File: src/hw/rtl/jbig2_smf_pkg.sv
// types and constants shared by the segment metadata filter modules
package jbig2_smf_pkg;

  typedef enum logic [3:0] {
    PH_SEG,
    PH_FLAGS,
    PH_REF0,
    PH_REFL,
    PH_RET,
    PH_REFS,
    PH_PAGE,
    PH_LEN,
    PH_PAY,
    PH_EXT,
    PH_DROP
  } phase_t;

  typedef enum logic [1:0] {
    K_NONE,
    K_BYTE,
    K_LEN,
    K_EXT
  } kind_t;

  localparam logic [2:0] ST_BYTE      = 3'd0;
  localparam logic [2:0] ST_CLEAN     = 3'd1;
  localparam logic [2:0] ST_TRUNC     = 3'd2;
  localparam logic [2:0] ST_BAD_REF   = 3'd3;
  localparam logic [2:0] ST_INDEF_LEN = 3'd4;
  localparam logic [2:0] ST_BAD_EXT   = 3'd5;
  localparam logic [2:0] ST_PAGE_SIZE = 3'd6;
  localparam logic [2:0] ST_EOF_LEN   = 3'd7;

  localparam logic [5:0]  TYPE_PAGE_INFO = 6'd48;
  localparam logic [5:0]  TYPE_EOF       = 6'd51;
  localparam logic [5:0]  TYPE_COMMENT   = 6'd62;
  localparam logic [31:0] PAGE_INFO_LEN  = 32'd19;
  localparam logic [31:0] LEN_INDEF      = 32'hffff_ffff;
  localparam logic [31:0] EXT_WORD_ONE   = 32'h2000_0000;
  localparam logic [31:0] EXT_WORD_TWO   = 32'h2000_0002;
  localparam logic [31:0] SEG_NUM_WIDE4  = 32'd65536;
  localparam logic [31:0] SEG_NUM_WIDE2  = 32'd256;
  localparam logic [2:0]  REF_TOP_LONG   = 3'd7;
  localparam logic [2:0]  REF_TOP_MAX    = 3'd4;
  localparam int          RC_W           = 29;

  localparam int QUEUE_DEPTH = 4;
  localparam int QPTR_W      = $clog2(QUEUE_DEPTH);

  typedef struct packed {
    kind_t       kind;
    logic [7:0]  b;
    logic [31:0] word;
    logic        six;
    logic        sts_en;
    logic [2:0]  sts;
  } cmd_t;

endpackage

File: src/hw/rtl/jbig2_smf_front.sv
// header parser: one byte per accepted cycle; a byte may push a command
module jbig2_smf_front #(
  parameter int REF_LIMIT = 1000000
) (
  input  logic                 clk,
  input  logic                 rst,
  input  logic                 accept,
  input  logic [7:0]           data_byte,
  input  logic                 stream_last,
  output logic                 push,
  output jbig2_smf_pkg::cmd_t  cmd
);

  jbig2_smf_pkg::phase_t phase, phase_next;
  logic [31:0] field_count, field_count_next;
  logic [31:0] segment_number, segment_number_next;
  logic [7:0]  segment_flags, segment_flags_next;
  logic [jbig2_smf_pkg::RC_W-1:0] reference_count, reference_count_next;
  logic [31:0] payload_length, payload_length_next;
  logic [31:0] payload_index, payload_index_next;
  logic [31:0] ext_word, ext_word_next;
  logic        finished, finished_next;
  logic        failed, failed_next;

  logic [31:0] fc_inc, pi_inc, len_new, refs_len_val;
  logic [jbig2_smf_pkg::RC_W-1:0] rc_new, rc_refs;
  logic [29:0] rc_sum;
  logic [5:0]  seg_type;
  logic        do_refs;

  function automatic logic [31:0] refs_len(input logic [jbig2_smf_pkg::RC_W-1:0] rc,
                                           input logic [31:0] sn);
    logic [31:0] r;
    begin
      r = {{(32 - jbig2_smf_pkg::RC_W){1'b0}}, rc};
      if (sn > jbig2_smf_pkg::SEG_NUM_WIDE4) return r << 2;
      else if (sn > jbig2_smf_pkg::SEG_NUM_WIDE2) return r << 1;
      else return r;
    end
  endfunction

  always_ff @(posedge clk) begin
    if (rst) begin
      phase <= jbig2_smf_pkg::PH_SEG;
    end else if (accept) begin
      phase <= phase_next;
    end
  end

  always_ff @(posedge clk) begin
    if (rst) begin
      field_count     <= '0;
      segment_number  <= '0;
      segment_flags   <= '0;
      reference_count <= '0;
      payload_length  <= '0;
      payload_index   <= '0;
      ext_word        <= '0;
      finished        <= 1'b0;
      failed          <= 1'b0;
    end else if (accept) begin
      field_count     <= field_count_next;
      segment_number  <= segment_number_next;
      segment_flags   <= segment_flags_next;
      reference_count <= reference_count_next;
      payload_length  <= payload_length_next;
      payload_index   <= payload_index_next;
      ext_word        <= ext_word_next;
      finished        <= finished_next;
      failed          <= failed_next;
    end
  end

  always_comb begin
    phase_next           = phase;
    field_count_next     = field_count;
    segment_number_next  = segment_number;
    segment_flags_next   = segment_flags;
    reference_count_next = reference_count;
    payload_length_next  = payload_length;
    payload_index_next   = payload_index;
    ext_word_next        = ext_word;
    finished_next        = finished;
    failed_next          = failed;

    cmd.kind   = jbig2_smf_pkg::K_NONE;
    cmd.b      = data_byte;
    cmd.word   = '0;
    cmd.six    = 1'b0;
    cmd.sts_en = 1'b0;
    cmd.sts    = jbig2_smf_pkg::ST_BYTE;

    fc_inc   = field_count + 32'd1;
    pi_inc   = payload_index + 32'd1;
    len_new  = {payload_length[23:0], data_byte};
    rc_new   = {reference_count[jbig2_smf_pkg::RC_W-9:0], data_byte};
    rc_sum   = {1'b0, rc_new} + 30'd8;
    seg_type = segment_flags[5:0];
    rc_refs  = reference_count;
    do_refs  = 1'b0;
    refs_len_val = '0;

    if (!finished && !failed) begin
      case (phase)
        jbig2_smf_pkg::PH_SEG: begin
          cmd.kind = jbig2_smf_pkg::K_BYTE;
          segment_number_next = (field_count == 32'd0) ? {24'd0, data_byte}
                                                        : {segment_number[23:0], data_byte};
          field_count_next = fc_inc;
          if (fc_inc == 32'd4) begin
            phase_next = jbig2_smf_pkg::PH_FLAGS;
            field_count_next = '0;
          end
        end
        jbig2_smf_pkg::PH_FLAGS: begin
          cmd.kind = jbig2_smf_pkg::K_BYTE;
          segment_flags_next = data_byte;
          phase_next = jbig2_smf_pkg::PH_REF0;
        end
        jbig2_smf_pkg::PH_REF0: begin
          cmd.kind = jbig2_smf_pkg::K_BYTE;
          if (data_byte[7:5] == jbig2_smf_pkg::REF_TOP_LONG) begin
            reference_count_next = {{(jbig2_smf_pkg::RC_W - 5){1'b0}}, data_byte[4:0]};
            phase_next = jbig2_smf_pkg::PH_REFL;
            field_count_next = '0;
          end else if (data_byte[7:5] > jbig2_smf_pkg::REF_TOP_MAX) begin
            cmd.sts_en = 1'b1;
            cmd.sts = jbig2_smf_pkg::ST_BAD_REF;
            failed_next = 1'b1;
          end else begin
            reference_count_next = {{(jbig2_smf_pkg::RC_W - 3){1'b0}}, data_byte[7:5]};
            rc_refs = {{(jbig2_smf_pkg::RC_W - 3){1'b0}}, data_byte[7:5]};
            do_refs = 1'b1;
          end
        end
        jbig2_smf_pkg::PH_REFL: begin
          cmd.kind = jbig2_smf_pkg::K_BYTE;
          reference_count_next = rc_new;
          field_count_next = fc_inc;
          if (fc_inc == 32'd3) begin
            if (rc_new > jbig2_smf_pkg::RC_W'(REF_LIMIT)) begin
              cmd.sts_en = 1'b1;
              cmd.sts = jbig2_smf_pkg::ST_BAD_REF;
              failed_next = 1'b1;
            end else begin
              payload_length_next = {5'd0, rc_sum[29:3]};
              phase_next = jbig2_smf_pkg::PH_RET;
              field_count_next = '0;
            end
          end
        end
        jbig2_smf_pkg::PH_RET: begin
          cmd.kind = jbig2_smf_pkg::K_BYTE;
          field_count_next = fc_inc;
          if (fc_inc >= payload_length) do_refs = 1'b1;
        end
        jbig2_smf_pkg::PH_REFS: begin
          cmd.kind = jbig2_smf_pkg::K_BYTE;
          field_count_next = fc_inc;
          if (fc_inc >= payload_length) begin
            payload_length_next = segment_flags[6] ? 32'd4 : 32'd1;
            phase_next = jbig2_smf_pkg::PH_PAGE;
            field_count_next = '0;
          end
        end
        jbig2_smf_pkg::PH_PAGE: begin
          cmd.kind = jbig2_smf_pkg::K_BYTE;
          field_count_next = fc_inc;
          if (fc_inc >= payload_length) begin
            phase_next = jbig2_smf_pkg::PH_LEN;
            field_count_next = '0;
            payload_length_next = '0;
          end
        end
        jbig2_smf_pkg::PH_LEN: begin
          payload_length_next = len_new;
          field_count_next = fc_inc;
          if (fc_inc == 32'd4) begin
            if (len_new == jbig2_smf_pkg::LEN_INDEF) begin
              cmd.sts_en = 1'b1;
              cmd.sts = jbig2_smf_pkg::ST_INDEF_LEN;
              failed_next = 1'b1;
            end else if (seg_type == jbig2_smf_pkg::TYPE_COMMENT) begin
              if (len_new < 32'd4) begin
                cmd.sts_en = 1'b1;
                cmd.sts = jbig2_smf_pkg::ST_BAD_EXT;
                failed_next = 1'b1;
              end else begin
                phase_next = jbig2_smf_pkg::PH_EXT;
                payload_index_next = '0;
              end
            end else if (seg_type == jbig2_smf_pkg::TYPE_PAGE_INFO &&
                         len_new != jbig2_smf_pkg::PAGE_INFO_LEN) begin
              cmd.sts_en = 1'b1;
              cmd.sts = jbig2_smf_pkg::ST_PAGE_SIZE;
              failed_next = 1'b1;
            end else if (seg_type == jbig2_smf_pkg::TYPE_EOF && len_new != 32'd0) begin
              cmd.sts_en = 1'b1;
              cmd.sts = jbig2_smf_pkg::ST_EOF_LEN;
              failed_next = 1'b1;
            end else begin
              cmd.kind = jbig2_smf_pkg::K_LEN;
              cmd.word = len_new;
              if (seg_type == jbig2_smf_pkg::TYPE_EOF) begin
                cmd.sts_en = 1'b1;
                cmd.sts = jbig2_smf_pkg::ST_CLEAN;
                finished_next = 1'b1;
              end else if (len_new == 32'd0) begin
                phase_next = jbig2_smf_pkg::PH_SEG;
                field_count_next = '0;
              end else begin
                phase_next = jbig2_smf_pkg::PH_PAY;
                payload_index_next = '0;
              end
            end
          end
        end
        jbig2_smf_pkg::PH_PAY: begin
          cmd.kind = jbig2_smf_pkg::K_BYTE;
          if (seg_type == jbig2_smf_pkg::TYPE_PAGE_INFO &&
              payload_index >= 32'd8 && payload_index < 32'd16) begin
            cmd.b = 8'd0;
          end
          payload_index_next = pi_inc;
          if (pi_inc >= payload_length) begin
            phase_next = jbig2_smf_pkg::PH_SEG;
            field_count_next = '0;
          end
        end
        jbig2_smf_pkg::PH_EXT: begin
          ext_word_next = {ext_word[23:0], data_byte};
          payload_index_next = pi_inc;
          if (pi_inc == 32'd4) begin
            if (ext_word_next == jbig2_smf_pkg::EXT_WORD_ONE ||
                ext_word_next == jbig2_smf_pkg::EXT_WORD_TWO) begin
              cmd.kind = jbig2_smf_pkg::K_EXT;
              cmd.word = ext_word_next;
              cmd.six = (ext_word_next == jbig2_smf_pkg::EXT_WORD_TWO);
              if (payload_length == 32'd4) begin
                phase_next = jbig2_smf_pkg::PH_SEG;
                field_count_next = '0;
              end else begin
                phase_next = jbig2_smf_pkg::PH_DROP;
              end
            end else begin
              cmd.sts_en = 1'b1;
              cmd.sts = jbig2_smf_pkg::ST_BAD_EXT;
              failed_next = 1'b1;
            end
          end
        end
        jbig2_smf_pkg::PH_DROP: begin
          payload_index_next = pi_inc;
          if (pi_inc >= payload_length) begin
            phase_next = jbig2_smf_pkg::PH_SEG;
            field_count_next = '0;
          end
        end
        default: begin
          phase_next = jbig2_smf_pkg::PH_SEG;
          field_count_next = '0;
        end
      endcase

      // referred-to list length, then page association if the list is empty
      if (do_refs) begin
        refs_len_val = refs_len(rc_refs, segment_number);
        if (refs_len_val == 32'd0) begin
          payload_length_next = segment_flags[6] ? 32'd4 : 32'd1;
          phase_next = jbig2_smf_pkg::PH_PAGE;
        end else begin
          payload_length_next = refs_len_val;
          phase_next = jbig2_smf_pkg::PH_REFS;
        end
        field_count_next = '0;
      end

      if (stream_last && !finished_next && !failed_next) begin
        cmd.sts_en = 1'b1;
        cmd.sts = (phase_next == jbig2_smf_pkg::PH_SEG && field_count_next == 32'd0)
                  ? jbig2_smf_pkg::ST_CLEAN : jbig2_smf_pkg::ST_TRUNC;
      end
    end

    // stream end returns the parser to its reset state
    if (stream_last) begin
      phase_next           = jbig2_smf_pkg::PH_SEG;
      field_count_next     = '0;
      segment_number_next  = '0;
      segment_flags_next   = '0;
      reference_count_next = '0;
      payload_length_next  = '0;
      payload_index_next   = '0;
      ext_word_next        = '0;
      finished_next        = 1'b0;
      failed_next          = 1'b0;
    end

    push = accept && (cmd.kind != jbig2_smf_pkg::K_NONE || cmd.sts_en);
  end

endmodule

File: src/hw/rtl/jbig2_smf_queue.sv
// small command queue between the parser and the output expander
module jbig2_smf_queue (
  input  logic                 clk,
  input  logic                 rst,
  input  logic                 push,
  input  jbig2_smf_pkg::cmd_t  push_cmd,
  output logic                 not_full,
  input  logic                 pop,
  output logic                 head_valid,
  output jbig2_smf_pkg::cmd_t  head
);

  jbig2_smf_pkg::cmd_t entries [jbig2_smf_pkg::QUEUE_DEPTH];
  logic [jbig2_smf_pkg::QPTR_W-1:0] wr_ptr, rd_ptr;
  logic [jbig2_smf_pkg::QPTR_W:0]   count;

  assign not_full   = (count != (jbig2_smf_pkg::QPTR_W + 1)'(jbig2_smf_pkg::QUEUE_DEPTH));
  assign head_valid = (count != '0);
  assign head       = entries[rd_ptr];

  always_ff @(posedge clk) begin
    if (push) entries[wr_ptr] <= push_cmd;
  end

  always_ff @(posedge clk) begin
    if (rst) begin
      wr_ptr <= '0;
      rd_ptr <= '0;
      count  <= '0;
    end else begin
      if (push) wr_ptr <= wr_ptr + 1'b1;
      if (pop) rd_ptr <= rd_ptr + 1'b1;
      if (push && !pop) count <= count + 1'b1;
      else if (pop && !push) count <= count - 1'b1;
    end
  end

endmodule

File: src/hw/rtl/jbig2_smf_back.sv
// output expander: turns each command into its run of result items
module jbig2_smf_back (
  input  logic                 clk,
  input  logic                 rst,
  input  logic                 head_valid,
  input  jbig2_smf_pkg::cmd_t  head,
  output logic                 pop,
  output logic                 out_valid,
  input  logic                 out_ready,
  output logic [7:0]           out_byte,
  output logic [2:0]           status,
  output logic                 run_last
);

  logic [3:0] idx;
  logic [3:0] body, total;
  logic       load, last_res;
  logic [7:0] res_byte;
  logic [2:0] res_sts;

  always_comb begin
    case (head.kind)
      jbig2_smf_pkg::K_BYTE: body = 4'd1;
      jbig2_smf_pkg::K_LEN:  body = 4'd4;
      jbig2_smf_pkg::K_EXT:  body = head.six ? 4'd10 : 4'd9;
      default:               body = 4'd0;
    endcase
    total    = body + {3'd0, head.sts_en};
    last_res = (idx == total - 4'd1);
    load     = head_valid && (!out_valid || out_ready);
    pop      = load && last_res;

    res_byte = 8'd0;
    res_sts  = jbig2_smf_pkg::ST_BYTE;
    if (idx >= body) begin
      res_sts = head.sts;
    end else begin
      case (head.kind)
        jbig2_smf_pkg::K_BYTE: res_byte = head.b;
        jbig2_smf_pkg::K_LEN: begin
          case (idx[1:0])
            2'd0:    res_byte = head.word[31:24];
            2'd1:    res_byte = head.word[23:16];
            2'd2:    res_byte = head.word[15:8];
            default: res_byte = head.word[7:0];
          endcase
        end
        jbig2_smf_pkg::K_EXT: begin
          case (idx)
            4'd3:    res_byte = head.six ? 8'd6 : 8'd5;
            4'd4:    res_byte = head.word[31:24];
            4'd5:    res_byte = head.word[23:16];
            4'd6:    res_byte = head.word[15:8];
            4'd7:    res_byte = head.word[7:0];
            default: res_byte = 8'd0;
          endcase
        end
        default: res_byte = 8'd0;
      endcase
    end
  end

  always_ff @(posedge clk) begin
    if (rst) begin
      idx       <= '0;
      out_valid <= 1'b0;
    end else if (load) begin
      idx       <= last_res ? 4'd0 : idx + 4'd1;
      out_valid <= 1'b1;
    end else if (out_ready) begin
      out_valid <= 1'b0;
    end
  end

  always_ff @(posedge clk) begin
    if (load) begin
      out_byte <= res_byte;
      status   <= res_sts;
      run_last <= last_res;
    end
  end

endmodule

File: src/hw/rtl/jbig2_segment_metadata_filter.sv
// top level of the segment metadata filter
//  channel | signals                                   | handshake
//  input   | data_byte[7:0], stream_last               | in_valid / in_ready
//  output  | out_byte[7:0], status[2:0], run_last      | out_valid / out_ready
// one byte is accepted per cycle while the command queue has room
// each byte gives 0 to 11 result items, one per cycle from the output register while out_ready is high
// a comment extension word gives a burst of up to 11 items, absorbed by the queue
// a byte's command passes through the queue and then the output register before its first result
// rst is synchronous and empties the queue and the output register
module jbig2_segment_metadata_filter #(
  parameter int REF_LIMIT = 1000000
) (
  input  logic       clk,
  input  logic       rst,
  input  logic       in_valid,
  output logic       in_ready,
  input  logic [7:0] data_byte,
  input  logic       stream_last,
  output logic       out_valid,
  input  logic       out_ready,
  output logic [7:0] out_byte,
  output logic [2:0] status,
  output logic       run_last
);

  logic                push, pop, head_valid, not_full, accept;
  jbig2_smf_pkg::cmd_t cmd, head;

  assign in_ready = not_full;
  assign accept   = in_valid && in_ready;

  jbig2_smf_front #(
    .REF_LIMIT(REF_LIMIT)
  ) u_front (
    .clk        (clk),
    .rst        (rst),
    .accept     (accept),
    .data_byte  (data_byte),
    .stream_last(stream_last),
    .push       (push),
    .cmd        (cmd)
  );

  jbig2_smf_queue u_queue (
    .clk       (clk),
    .rst       (rst),
    .push      (push),
    .push_cmd  (cmd),
    .not_full  (not_full),
    .pop       (pop),
    .head_valid(head_valid),
    .head      (head)
  );

  jbig2_smf_back u_back (
    .clk       (clk),
    .rst       (rst),
    .head_valid(head_valid),
    .head      (head),
    .pop       (pop),
    .out_valid (out_valid),
    .out_ready (out_ready),
    .out_byte  (out_byte),
    .status    (status),
    .run_last  (run_last)
  );

endmodule

File: config.mk
export PLATFORM = sky130hd
export DESIGN_NAME = jbig2_segment_metadata_filter
export DESIGN_NICKNAME = d
export VERILOG_FILES = /design/src/hw/rtl/jbig2_smf_pkg.sv /design/src/hw/rtl/jbig2_smf_front.sv /design/src/hw/rtl/jbig2_smf_queue.sv /design/src/hw/rtl/jbig2_smf_back.sv /design/src/hw/rtl/jbig2_segment_metadata_filter.sv
export SDC_FILE = /design/constraint.sdc
export NUM_CORES = 1
export LEC_CHECK = 0
export BUFFER_PORTS_ARGS = -buffer_cell sky130_fd_sc_hd__buf_2
export CAP_MARGIN = 10
export CELL_PAD_IN_SITES_DETAIL_PLACEMENT = 1
export CELL_PAD_IN_SITES_GLOBAL_PLACEMENT = 2
export CORE_UTILIZATION = 45
export CTS_BUF_LIST = sky130_fd_sc_hd__clkbuf_2
export DETAILED_ROUTE_END_ITERATION = 6
export GPL_TIMING_DRIVEN = 1
export PLACE_DENSITY_LB_ADDON = 0.1
export SETUP_SLACK_MARGIN = 0.02
export SLEW_MARGIN = 5
export SYNTH_ARGS = -nofsm -noshare
export SYNTH_HDL_FRONTEND = slang
export SYNTH_HIERARCHICAL = 1
export SYNTH_SLANG_ARGS = --single-unit
File: constraint.sdc
create_clock -name clk -period 12.15 [get_ports clk]
set_input_delay 0 -clock clk [delete_from_list [all_inputs] [get_ports clk]]
set_output_delay 0 -clock clk [all_outputs]
set_load 0.03 [all_outputs]
Word-level counts from Yosys, hierarchy flattened
Memories as Yosys holds them, arrays and structs flattened. A register that Yosys moved wholly into a read port is not among the register bits. Cells that the tools add are included.

Muxes and demuxes: 168. Equality and inequality tests: 45. Order comparisons: 10. Reductions and logical operators: 54. Add/subtract/negate cells: 10.

Operator list (number): $mux 32 (50); $pmux 32 s9 (1); $mux 29 (6); $mux 4 (36); $logic_not 32->1 (4); $pmux 32 s2 (2); $pmux 32 s4 (1); $eq 32x3->1 const B (3); $mux 24 (3); $add 32x1->32 const B (2); $eq 32x30->1 const B (2); $ge 32x32->1 (2); $pmux 29 s2 (1); $pmux 8 s3 (2); $mux 47 (1); $pmux 4 s10 (1); $pmux 8 s5 (1); $mux 37 (1); $mux 1 (34); $mux 33 (1); $eq 32x2->1 const B (1); $eq 32x32->1 const B (1); $eq 4x3->1 const B (8); $ge 32x4->1 const B (1); 54 further kinds (122).

Flip-flop bits (word level): 218. Bits in writable memories: 188. Output and inout port bits: 14. Memories: 1. Logic and storage cells: 306. Bits of input ports: 13.

Memories: u_queue.entries (words 4, width 47, rd ports 1, clocked after Yosys merged registers in 1, wr ports 1, line jbig2_smf_queue.sv:13) `jbig2_smf_pkg::cmd_t entries [jbig2_smf_pkg::QUEUE_DEPTH];`.

Depth between registers and ports, before layout
Depth in word-level cells: 24. Mapped depth: 22. Mapped depth without buffers: 21.

Hierarchy
Netlist, hierarchy kept.

Modules (own cells, without submodules): jbig2_smf_front (sequential area each 3883.7 sq um, area an instance 14994.4 sq um, cells an instance 2027, times used 1); jbig2_smf_queue (sequential area each 5825.6 sq um, area an instance 7236.9 sq um, cells an instance 290, times used 1); jbig2_smf_back (sequential area each 460.4 sq um, area an instance 1322.5 sq um, cells an instance 138, times used 1); jbig2_segment_metadata_filter (sequential area each 0.0 sq um, area an instance 6.3 sq um, cells an instance 1, times used 1).

Worst setup path before layout
No wires, ideal clock.

Path type: register -> register. Start point: register u_front.field_count[0]. End point: memory u_queue/entries[0][0] in the netlist's numbering, enable pin. Buffers on the path: 3. Arrival: 4990 ps. Path slack: 6751 ps. Cell stages (with the launch flop): 16. Period minus slack after synthesis: 5399 ps. Library setup time: 409 ps. Data required time: 11741 ps. Cell sequence: dfxtp_1 buf_2 nand4_4 or4_4 buf_6 nor3_1 xor2_1 or4_1 and4b_4 buf_6 nand2_1 nor4_2 nor2_1 nor2_1 o31a_1 and2_1.

RTL lines: from (decl) (line jbig2_smf_front.sv:15) `logic [31:0] field_count, field_count_next;`; from (signal assigned) (line jbig2_smf_front.sv:62) `field_count <= field_count_next;`; to (decl) (line jbig2_smf_queue.sv:13).

==> out/metrics.cfg <==
[cells_and_area]
final_common_cell = nor2_1
post-route-util_pct = 49.0
drive_gt1_share_pct = 14.5
ff_latch_area_sq_mm = 0.0102
area_delta_synth_final_pct = 7.15
fillerInstances = 5935
final_cell_mix = 229 x nor2_1, 210 x nand2_1, 206 x dfxtp_1
finalNonFillerCells = 3229
final_nets = 2566
multiInputGateArea_sq_mm = 0.0122

[detailed_routing]
postRouteAntennaNets = 0
drt-vias-per-instance = 6.28
firstDrtPassIters = 6
drc_errors = 0
drt-initial-drc-count = 1591
wl_per_cell_microns = 25.3
vias = 20290
wirelength_microns = 81800

[worst_setup_path]
critPathMaxFanout = 38
path_buf_inv = 1
cp.arrival_ns = 7.69
critPathRequiredTime_ns = 12.97
rr_worst_depth = 20
crit_family = simple AND/OR/NAND/NOR gates
reg2reg_slack_ns = 5.27
r2r-start = u_front/field_count[1]
cpMaxStageDelayCell = nor4b_1
r2r_end = u_queue/entries[3][1]
worstPathCellList = ha_1 > nand3_1 > nor2_1 > nand2_1 > nor2_1 > nand3_1 > inv_1 > nand3_1 > xnor2_1 > ha_1 > o21ai_0 > o21ai_0 > a221oi_1 > o21ai_0 > a21oi_1 > or2_2 > a21oi_1 > a21oi_1 > nor4b_1 > a31oi_1
critPathLaunchType = register
end_kind = register
max_stage_delay_ns = 0.73
critical_path_class = register to register

[synth]
synth_edf_count = 200
synth_seq_cells = 408
synth_area_per_cell_sq_um = 9.59
synth-seq-area-share_pct = 43.2
synth_top_area_share_pct = 25.5
netlist_instances = 2456
async_reset_ff_share_pct = 0
syn_area_sq_mm = 0.0236
ys.flop_type = dfxtp_1
synth_top_area_cell = edfxtp_1
yosysUniqueCellTypes = 108
yosys-top-cells-area = edfxtp_1 25%, dfxtp_1 18%, ha_1 4.7%, mux4_2 4.5%, a21oi_1 3.7%
ys_warn_count = 6
syn_nets = 2558

[timing]
final-hold-violation-count = 0
holdWs_ns = 0.176
finalSetupViolCount = 0
fin_skew_ns = 0.104
maxSlewViolCount = 0
finalCritPeriodShare_pct = 56.6
grt_setup_unrepaired = false
setup_tns_ns = 0
slew_headroom_pct = 24.6
period_needed_ns = 6.88
max_freq_mhz = 145
worst_slew_pin_slew_ns = 1.12
finalWorstSetupSlack_ns = 5.27

[cts]
cts_resized = 0
clock_latency_ns = 1.18
cts-root-buf = clkbuf_2
clk_pin_slew_worst_paths_ns = 0.11
cts.sinks = 408
cts_made_buffers = 106
cts_tree = built
h-tree-depth = 3
max-clock-path-buffers = 3

[placed_design]
portBuffers = 26
gp_congestion = 0.952
dp.cells = 3004
hpwlAfterDp_microns = 56400
dpl_worst_slack_ns = 5.42

[floorplanning]
io_pins = 27
dieArea_sq_mm = 0.0533
rows = 83
die_x_microns = 231
die_y_microns = 231
core_area_sq_mm = 0.0515
initial_core_util_pct = 45.7

[power]
p_leak_uw = 0.00917
ir_drop_mv = 0.0700
cellPowerDensity_mw_per_mm2 = 125

[grt]
grt_usage_pct = 30.6
grt_pass1_wl_microns = 125000
grt_antenna_before_repair = 6
globalRouteOverflowTotal = 0
grt_max_degree = 81
grt_pass1_vias = 20627

[worst_hold_path]
hold_end = u_front/payload_length[0]
hp-class = input pin to register
hp-start = data_byte[0]
min_path_cells = 7

[run]
max_cap_violations = 0

[status]
outcome = finished, final reports clean

-- Yosys cell counts, types with 9 or more instances --
master,instances
mux4_2,47
a22oi_2,10
a22o_1,14
buf_2,21
nor3_1,49
inv_1,74
a211oi_1,32
edfxtp_1,200
nand4_1,59
or4_1,20
and4_1,17
o21ai_1,10
or3_1,18
nand3b_1,30
o22ai_1,9
buf_4,12
xor2_1,28
or2_2,18
a21oi_1,176
nand2b_1,15
nor4b_1,9
nor4_1,45
o21ai_0,70
nand3_1,95
nor2b_1,20
o211ai_1,9
a22oi_1,93
ha_1,88
and3_1,42
xnor2_1,67
dfxtp_1,208
nand2_1,210
o21a_1,14
clkbuf_1,139
mux2i_1,39
and2_1,26
a31oi_1,20
nor2_1,230
-- state kept, by name, indices dropped and copies added (netlist names), named ones only --
name / count
u_back/idx: 4
u_queue/wr_ptr: 2
u_queue/rd_ptr: 2
u_front/segment_number: 32
u_front/failed: 1
u_front/phase: 4
u_front/ext_word: 24
u_queue/entries: 188
u_front/payload_index: 32
u_back/out_byte: 8
u_back/run_last: 1
u_back/out_valid: 1
u_front/segment_flags: 7
u_queue/count: 3
u_front/field_count: 32
u_back/status: 3
u_front/payload_length: 32
u_front/finished: 1
u_front/reference_count: 29
-- worst register-to-register path, cell delays in order (launching register included) --
cell	delay, ns
dfxtp_1	0.63
ha_1	0.39
nand3_1	0.30
nor2_1	0.39
nand2_1	0.14
nor2_1	0.38
nand3_1	0.18
inv_1	0.16
nand3_1	0.11
xnor2_1	0.23
ha_1	0.28
o21ai_0	0.17
o21ai_0	0.11
a221oi_1	0.27
o21ai_0	0.20
a21oi_1	0.46
or2_2	0.72
a21oi_1	0.21
a21oi_1	0.27
nor4b_1	0.73
a31oi_1	0.27
-- through the flow --
stage / instance area, sq um / power [uW]
after detailed placement: 23900 / 2210
after CTS: 25200 / 3200
after global routing: 25200 / 3310
after floorplan: 23600 / 2030
final: 25200 / 3150
after global placement: 23900 / 2190
-- per-layer routing --
metal  part of all wire, %  track usage [%]  vias up
met5                     0                0        -
met4                   3.1             10.8        0
met3                   6.6             5.15      170
met2                    47             49.0      712
met1                    44             41.7    10176
li1                      -                -     9232
-- worst max path at each step --
| stage | from | endpoint | slack [ns] | cells after the start |
|---|---|---|---|---|
| floorplan | u_front/field_count[0] | u_queue/entries[0][0] | 6.75 | 15 |
| global placement | u_front/field_count[1] | u_front/payload_length[26] | 5.66 | 21 |
| detailed placement | u_front/field_count[1] | u_front/payload_length[18] | 5.42 | 21 |
| CTS | u_front/field_count[1] | u_front/payload_length[18] | 5.48 | 21 |
| global route | u_front/field_count[8] | u_front/payload_length[26] | 4.89 | 20 |
| finish | u_front/field_count[1] | u_queue/entries[3][1] | 5.27 | 20 |
-- logic make-up after synthesis --
logic type                 after synthesis  synth area share, %
DFF                                    408                 43.2
xor gates and xnor gates                97                 3.67
muxes                                   87                 6.20
and+or+nand+nor                        948                 21.1
AOI/OAI and AO/OA                      560                 16.0
buffers and inverters                  267                 5.10
adders and majority gates               89                 4.76
-- what timing repair did --
item / in CTS / in global routing
hold buffers: 32 / 0
setup buffers: 0 / 0
hold endpoints to repair: 297 / 0
-- layout make-up --
class                   instances  share of cell area, %
flip-flops and latches        408                   40.3
clock buffers                 162                   3.21
multi-input cells            1781                   48.5
repair buffers                 93                   2.89
diodes                          5                 0.0496
clock inverters                26                  0.585
inverters                      74                   1.10
well taps                     680                   3.37
-- power by group --
part | switching, uW | internal [uW]
registers | 58.4 | 1560
logic | 373 | 202
clock network | 594 | 364
No activity file was read; power rests on OpenSTA's default activity.
